**src/hw/rtl/rgb2hsv_pkg.sv**
```systemverilog
package rgb2hsv_pkg;

  localparam int CH_W           = 8;
  localparam int QW             = 16;
  localparam int NUM_W          = 11;
  localparam int DIV_STAGES_DEF = 4;
  localparam int DIV_STEPS_DEF  = QW / DIV_STAGES_DEF;
  localparam int IN_DATA_W      = 24;
  localparam int OUT_DATA_W     = 40;

  typedef enum logic [1:0] {
    SEC_RED,
    SEC_GREEN,
    SEC_BLUE
  } sector_t;

  typedef struct packed {
    logic [CH_W-1:0] v;
    logic [CH_W-1:0] c;
    sector_t         sec;
    logic signed [CH_W:0] d;
  } mm_t;

  typedef struct packed {
    logic [QW-1:0]    q_hue;
    logic [NUM_W-1:0] rem_hue;
    logic [NUM_W-1:0] div_hue;
    logic [QW-1:0]    q_sat;
    logic [CH_W-1:0]  rem_sat;
    logic [CH_W-1:0]  v;
    logic             hue_zero;
    logic             sat_full;
  } div_t;

endpackage

```
**src/hw/rtl/rgb2hsv_minmax.sv**
```systemverilog
module rgb2hsv_minmax (
  input  logic                         clk,
  input  logic                         en,
  input  logic [rgb2hsv_pkg::CH_W-1:0] red,
  input  logic [rgb2hsv_pkg::CH_W-1:0] green,
  input  logic [rgb2hsv_pkg::CH_W-1:0] blue,
  output rgb2hsv_pkg::mm_t             mm_r
);
  import rgb2hsv_pkg::*;

  logic [CH_W-1:0] v;
  logic [CH_W-1:0] m;
  mm_t             mm_nxt;

  always_comb begin
    v = red;
    if (green > v) v = green;
    if (blue > v) v = blue;
    m = red;
    if (green < m) m = green;
    if (blue < m) m = blue;

    mm_nxt.v = v;
    mm_nxt.c = v - m;
    // ties go to red first, then green
    if (v == red) begin
      mm_nxt.sec = SEC_RED;
      mm_nxt.d   = $signed({1'b0, green}) - $signed({1'b0, blue});
    end else if (v == green) begin
      mm_nxt.sec = SEC_GREEN;
      mm_nxt.d   = $signed({1'b0, blue}) - $signed({1'b0, red});
    end else begin
      mm_nxt.sec = SEC_BLUE;
      mm_nxt.d   = $signed({1'b0, red}) - $signed({1'b0, green});
    end
  end

  always_ff @(posedge clk) begin
    if (en) begin
      mm_r <= mm_nxt;
    end
  end

endmodule

```
**src/hw/rtl/rgb2hsv_setup.sv**
```systemverilog
module rgb2hsv_setup (
  input  logic              clk,
  input  logic              en,
  input  rgb2hsv_pkg::mm_t  mm,
  output rgb2hsv_pkg::div_t div_r
);
  import rgb2hsv_pkg::*;

  logic [NUM_W-1:0]      c2;
  logic [NUM_W-1:0]      c4;
  logic [NUM_W-1:0]      c6;
  logic [NUM_W-1:0]      base;
  logic signed [NUM_W:0] num;
  logic signed [NUM_W:0] num_adj;
  div_t                  div_nxt;

  always_comb begin
    c2 = {2'b00, mm.c, 1'b0};
    c4 = {1'b0, mm.c, 2'b00};
    c6 = c2 + c4;
    case (mm.sec)
      SEC_RED:   base = '0;
      SEC_GREEN: base = c2;
      SEC_BLUE:  base = c4;
      default:   base = '0;
    endcase
    num = $signed({1'b0, base}) + $signed({{(NUM_W - CH_W){mm.d[CH_W]}}, mm.d});
    // negative hue wraps by one full turn
    if (num[NUM_W]) num_adj = num + $signed({1'b0, c6});
    else            num_adj = num;

    div_nxt.q_hue    = '0;
    div_nxt.rem_hue  = num_adj[NUM_W-1:0];
    div_nxt.div_hue  = c6;
    div_nxt.q_sat    = '0;
    div_nxt.rem_sat  = mm.c;
    div_nxt.v        = mm.v;
    div_nxt.hue_zero = (mm.c == '0);
    div_nxt.sat_full = (mm.c == mm.v) && (mm.c != '0);
  end

  always_ff @(posedge clk) begin
    if (en) begin
      div_r <= div_nxt;
    end
  end

endmodule

```
**src/hw/rtl/rgb2hsv_div_step.sv**
```systemverilog
module rgb2hsv_div_step #(
  parameter int STEPS = rgb2hsv_pkg::DIV_STEPS_DEF
) (
  input  logic              clk,
  input  logic              en,
  input  rgb2hsv_pkg::div_t din,
  output rgb2hsv_pkg::div_t div_r
);
  import rgb2hsv_pkg::*;

  logic [NUM_W:0] rh2;
  logic [CH_W:0]  rs2;
  div_t           div_nxt;

  // restoring division, STEPS quotient bits of hue and saturation per stage
  always_comb begin
    div_nxt = din;
    rh2     = '0;
    rs2     = '0;
    for (int i = 0; i < STEPS; i++) begin
      rh2 = {div_nxt.rem_hue, 1'b0};
      if (rh2 >= {1'b0, div_nxt.div_hue}) begin
        div_nxt.rem_hue = NUM_W'(rh2 - {1'b0, div_nxt.div_hue});
        div_nxt.q_hue   = {div_nxt.q_hue[QW-2:0], 1'b1};
      end else begin
        div_nxt.rem_hue = rh2[NUM_W-1:0];
        div_nxt.q_hue   = {div_nxt.q_hue[QW-2:0], 1'b0};
      end
      rs2 = {div_nxt.rem_sat, 1'b0};
      if (rs2 >= {1'b0, div_nxt.v}) begin
        div_nxt.rem_sat = CH_W'(rs2 - {1'b0, div_nxt.v});
        div_nxt.q_sat   = {div_nxt.q_sat[QW-2:0], 1'b1};
      end else begin
        div_nxt.rem_sat = rs2[CH_W-1:0];
        div_nxt.q_sat   = {div_nxt.q_sat[QW-2:0], 1'b0};
      end
    end
  end

  always_ff @(posedge clk) begin
    if (en) begin
      div_r <= div_nxt;
    end
  end

endmodule

```
**src/hw/rtl/rgb_to_hsv_pixel.sv**
```systemverilog
// rgb to hsv pixel converter, fully pipelined
// stages: min/max, setup, then DIV_STAGES divider stages, input to result
// throughput: one pixel per cycle while the output is not stalled; each divider
// stage resolves 16/DIV_STAGES quotient bits of hue and saturation, which sets depth
// reset: synchronous active-low rst_n clears the stage valid bits only
module rgb_to_hsv_pixel #(
  parameter int DIV_STAGES = rgb2hsv_pkg::DIV_STAGES_DEF
) (
  input  logic                               clk,
  input  logic                               rst_n,
  input  logic                               in_tvalid,
  output logic                               in_tready,
  input  logic [rgb2hsv_pkg::IN_DATA_W-1:0]  in_tdata,   // red, green, blue
  output logic                               out_tvalid,
  input  logic                               out_tready,
  output logic [rgb2hsv_pkg::OUT_DATA_W-1:0] out_tdata   // hue, saturation, brightness
);
  import rgb2hsv_pkg::*;

  localparam int STAGES = DIV_STAGES + 2;
  localparam int STEPS  = QW / DIV_STAGES;

  logic [STAGES-1:0] valid_r;
  logic [STAGES-1:0] valid_nxt;
  logic [STAGES-1:0] valid_in;
  logic [STAGES-1:0] ready;
  logic [STAGES-1:0] en;
  mm_t               mm;
  div_t              dv [DIV_STAGES+1];
  div_t              fin;
  logic [QW-1:0]     hue;
  logic [QW-1:0]     sat;

  // per-stage ready lets bubbles collapse while the output stalls
  always_comb begin
    valid_in = {valid_r[STAGES-2:0], in_tvalid};
    ready[STAGES-1] = !valid_r[STAGES-1] || out_tready;
    for (int i = STAGES - 2; i >= 0; i--) begin
      ready[i] = !valid_r[i] || ready[i+1];
    end
    en        = ready & valid_in;
    valid_nxt = (ready & valid_in) | (~ready & valid_r);
  end

  always_ff @(posedge clk) begin
    if (!rst_n) begin
      valid_r <= '0;
    end else begin
      valid_r <= valid_nxt;
    end
  end

  rgb2hsv_minmax u_minmax (
    .clk   (clk),
    .en    (en[0]),
    .red   (in_tdata[CH_W-1:0]),
    .green (in_tdata[2*CH_W-1:CH_W]),
    .blue  (in_tdata[3*CH_W-1:2*CH_W]),
    .mm_r  (mm)
  );

  rgb2hsv_setup u_setup (
    .clk   (clk),
    .en    (en[1]),
    .mm    (mm),
    .div_r (dv[0])
  );

  for (genvar g = 0; g < DIV_STAGES; g++) begin : g_div
    rgb2hsv_div_step #(
      .STEPS (STEPS)
    ) u_div_step (
      .clk   (clk),
      .en    (en[g+2]),
      .din   (dv[g]),
      .div_r (dv[g+1])
    );
  end

  // black pixel has no saturation
  always_comb begin
    fin = dv[DIV_STAGES];
    hue = fin.hue_zero ? '0 : fin.q_hue;
    sat = (fin.v == '0) ? '0 : (fin.sat_full ? '1 : fin.q_sat);
  end

  assign in_tready  = ready[0];
  assign out_tvalid = valid_r[STAGES-1];
  assign out_tdata  = {fin.v, sat, hue};

`ifndef NO_ASSERTIONS
  a_reset_clears : assert property (@(posedge clk) !rst_n |=> !out_tvalid)
    else $error("result valid right after reset");

  a_accept_needs_bubble : assert property (@(posedge clk) disable iff (!rst_n)
    (in_tvalid && in_tready && out_tvalid && !out_tready) |->
      ($countones(valid_r) < STAGES))
    else $error("input transaction taken into a full stalled pipeline");

  a_rem_bound : assert property (@(posedge clk) disable iff (!rst_n)
    (out_tvalid && !fin.hue_zero) |-> (fin.rem_hue < fin.div_hue))
    else $error("hue remainder not below divisor");

  a_gray_hue : assert property (@(posedge clk) disable iff (!rst_n)
    (out_tvalid && sat == '0) |-> (hue == '0))
    else $error("nonzero hue on a gray pixel");
`endif

endmodule
```
**config.mk**
```make
export PLATFORM = sky130hd
export DESIGN_NAME = rgb_to_hsv_pixel
export DESIGN_NICKNAME = d
export VERILOG_FILES = /design/src/hw/rtl/rgb2hsv_pkg.sv /design/src/hw/rtl/rgb2hsv_minmax.sv /design/src/hw/rtl/rgb2hsv_setup.sv /design/src/hw/rtl/rgb2hsv_div_step.sv /design/src/hw/rtl/rgb_to_hsv_pixel.sv
export SDC_FILE = /design/constraint.sdc
export NUM_CORES = 1
export LEC_CHECK = 0
export BUFFER_PORTS_ARGS = -buffer_cell sky130_fd_sc_hd__buf_2
export CAP_MARGIN = 20
export CORE_ASPECT_RATIO = 0.7
export CORE_MARGIN = 10
export CORE_UTILIZATION = 66
export CTS_CLUSTER_DIAMETER = 60
export DETAILED_ROUTE_END_ITERATION = 6
export PLACE_DENSITY = 0.91
export SYNTH_ARGS = -nofsm -noshare
export SYNTH_HDL_FRONTEND = slang
export SYNTH_HIERARCHICAL = 1
export SYNTH_SLANG_ARGS = --single-unit
```
**constraint.sdc**
```tcl
create_clock -name clk -period 11.4 [get_ports clk]
set_input_delay 1.14 -clock clk [delete_from_list [all_inputs] [get_ports clk]]
set_output_delay 1.14 -clock clk [all_outputs]
set_load 0.1 [all_outputs]
```
# ---- Word-level counts from Yosys, hierarchy flattened
# Index checks and enable logic that the tools add are counted.
dict set report totals {
  regBits 283
  output_inout_bits 42
  word_cells 189
}
dict set report op_classes {
  addsub 39
  n_lt_le_gt_ge 36
  eq_ne 5
  mux 43
  bitwise 4
  reduce_logical 16
}
# op n
set ops {}
lappend ops {{$ge 12x11->1} 16}
lappend ops {{$mux 12} 16}
lappend ops {{$sub 11x11->11} 16}
lappend ops {{$mux 9} 17}
lappend ops {{$ge 9x8->1} 16}
lappend ops {{$sub 8x8->8} 17}
lappend ops {{$mux 16} 3}
lappend ops {{$mux 8} 4}
lappend ops {{$sub 8x8->9} 3}
lappend ops {{$eq 8x8->1} 3}
lappend ops {{$mux 11} 2}
lappend ops {{$pmux 10 s2} 1}
lappend ops {{$gt 8x8->1} 2}
lappend ops {{$logic_not 8->1} 2}
lappend ops {{$lt 8x8->1} 2}
lappend ops {{$add 11x9->12} 1}
lappend ops {{$and 6x6->6} 2}
lappend ops {{$add 11x11->11} 1}
lappend ops {{$add 9x10->11} 1}
lappend ops {{$reduce_bool 8->1} 1}
lappend ops {{$logic_not 1->1} 6}
lappend ops {{$logic_or 1x1->1} 6}
lappend ops {{$not 6->6} 1}
lappend ops {{$or 6x6->6} 1}
lappend ops {{other kinds (3)} 3}

# ---- Longest topological paths before layout
dict set report logic_depth {
  depth_word 10
  mapped_depth 41
}

# ---- Hierarchy
# The synthesis kept the hierarchy.
# mod n_inst cells_each area_per_inst_um2
set modules_own_cells {}
lappend modules_own_cells {{rgb2hsv_div_step at g_div[1].u_div_step ...} 2 643 6298.5}
lappend modules_own_cells {{rgb2hsv_div_step at g_div[2].u_div_step} 1 638 6457.4}
lappend modules_own_cells {{rgb2hsv_div_step at g_div[0].u_div_step} 1 665 6406.1}
lappend modules_own_cells {rgb2hsv_minmax 1 398 3407.0}
lappend modules_own_cells {rgb2hsv_setup 1 263 2865.2}
lappend modules_own_cells {rgb_to_hsv_pixel 1 87 631.9}

# ---- Worst setup path before layout
# OpenSTA, ideal clock, no wires.
dict set report synth_timing {
  path_type {register to register}
  from {register u_setup/div_r[10] (netlist name)}
  to {register g_div[0].u_div_step/div_r[54] (netlist name) (data pin)}
  setup_ns 0.261
  arrival_time_ns 8.838
  t_required_ns 11.139
  setup_slack_ns 2.301
  stages_incl_launch_ff 42
  n_path_buf 5
  path_cell_list {edfxtp_1 -> buf_4 -> inv_1 -> ha_1 -> ha_1 -> nand2b_1 -> a31oi_1 -> o311a_1 -> and2_4 -> buf_12 -> inv_6 -> buf_6 -> nor2_1 -> a21oi_1 -> ha_1 -> a21oi_1 -> o21ai_2 -> a2111oi_0 -> [6 not listed] -> o21a_1 -> o21a_1 -> o21ai_0 -> or2b_2 -> a31o_2 -> nor3_1 -> nand2_1 -> nor4b_1 -> ha_1 -> o21a_1 -> o21a_1 -> o22a_1 -> a221o_2 -> a21o_2 -> or4b_4 -> nor2b_4 -> buf_6 -> a221o_1}
}
# item line
set synth_rtl {}
lappend synth_rtl {{to (signal assigned)} rgb2hsv_div_step.sv:42} ;# div_r <= div_nxt;
lappend synth_rtl {{to (decl)} rgb2hsv_div_step.sv:7} ;# output rgb2hsv_pkg::div_t div_r

==> results_dict.tcl <==
set metrics [dict create \
    finalCriticalPeriod_ns 10.73 \
    status "finished with violations" \
    post-route-util_pct 71.3 \
    fp.dieH_um 196 \
    numCtsBuffers 35 \
    final_common_cell "ha_1" \
    grt_max_degree 57 \
    layout.nets 3585 \
    wl_per_cell_um 21.1 \
    slowest_stage "a2111oi_4" \
    path_common_cell "ha_1" \
    cap_violations 0 \
    worstSetupPathType "reg2reg" \
    cts_tree "built" \
    viasPerCell 6.73 \
    cts-root-buf "clkbuf_16" \
    overflow 0 \
    critPathArrivalTime_ns 11.01 \
    coreArea_mm2 0.0436 \
    clock_latency_ns 0.54 \
    htreeDepth 2 \
    cts_sinks 281 \
    synth_cells 3134 \
    globalplace.congestion 0.981 \
    n_antenna_cell 0 \
    slew_headroom_pct 26.3 \
    clk_pin_slew_ns 0.06 \
    finClkSkew_ns 0.0240 \
    syn_area_per_cell_um2 9.30 \
    routed_wl_um 80300 \
    yosysWarnings 6 \
    grt_pass1_vias 24100 \
    violations "DRC" \
    fin_setup_tns_ns 0 \
    layout-drive-gt1-share_pct 11.6 \
    finalSetupViolCount 0 \
    critPathCaptureType "flip-flop" \
    rsz0062_at_grt "false" \
    hold_depth 0 \
    filler_cell_count 3128 \
    r2r_start "u_setup/div_r[10]" \
    dr.pass1.iters 7 \
    crit_path_max_fanout 15 \
    portBuffers 69 \
    reg2regPathDepth 32 \
    final_hold_viol_count 0 \
    grt_antenna_before_repair 0 \
    clock_path_buffers 3 \
    hold-worst-slack_ns 0.416 \
    start_util_pct 66.8 \
    critPathMaxStageDelay_ns 0.79 \
    syn_area_mm2 0.0291 \
    row_count 64 \
    grt_util_all_layers_pct 28.5 \
    cts-resized-gates 0 \
    cts_hold_buf 0 \
    post-route-period-util_pct 94.1 \
    dieWidth_um 271 \
    fmax_mhz 93.2 \
    layout_common_cells "ha_1 (355), edfxtp_1 (275), nor2_1 (252)" \
    hold_start "g_div[2].u_div_step/div_r[26]" \
    vias 25600 \
    startpoint "u_setup/div_r[10]" \
    holdCritPathClass "reg2reg" \
    die-area_mm2 0.0531 \
    dp_hpwl_um 62500 \
    drc 1 \
    syn_nets 3531 \
    syn_to_final_growth_pct 6.82 \
    grt_pass1_wl_um 126000 \
    antenna_left 0 \
    finalMaxSlewViolations 0 \
    io_pins 70 \
    required_ns 11.68 \
    postCtsSetupBuffers 0 \
    worst_pin_slew_ns 1.10 \
    cp-start-kind "flip-flop" \
    drt-initial-drc-count 3459 \
]
## final timing paths
kind | to | slack [ns]
min | g_div[3].u_div_step/div_r[30] | 0.42
max reg2reg | g_div[0].u_div_step/div_r[47] | 0.67
min reg2reg | g_div[3].u_div_step/div_r[30] | 0.42
max | g_div[0].u_div_step/div_r[47] | 0.67
## state kept, by name, summed over array words and instances, names as in the netlist, named ones only
name and cells:
g_div.u_div_step/div_r 210, u_minmax/mm_r 27, u_setup/div_r 38
## critical path, delay by kind of cell (launching register included)
| kind | cells | cell delay [ns] |
|---|---|---|
| AOI/OAI and AO/OA | 13 | 4.54 |
| adders and majority gates | 5 | 1.43 |
| buffers and inverters | 3 | 0.58 |
| DFF | 1 | 0.59 |
| muxes | 3 | 1.14 |
| and+or+nand+nor | 8 | 2.17 |
## through the flow
stage	cell area, um^2	setup slack (ns)	std cells
2_1_floorplan	29100	2.30	3134
3_3_place_gp	30000	1.52	3745
3_5_place_dp	30000	1.06	3745
4_1_cts	31100	1.03	3805
5_1_grt	31100	0.164	3805
6_report	31100	0.670	3805
## final cells by class
class,count,area (um^2),area share [%]
multi-input cells,2563,19600,63.0
flip-flops and latches,281,8380,26.9
clock buffers,38,930,2.99
inverters,229,865,2.78
well taps,594,743,2.39
repair buffers,78,413,1.33
clock inverters,22,196,0.631
## routing by layer
layer	routed length, um	global-route usage (%)
met1	35400	41.1
met4	1950	8.27
met3	8120	4.41
met5	0	0
met2	34800	43.7
Power is not shown: default switching activity piles up to over one toggle a cycle in this logic, so the estimate is an artifact.
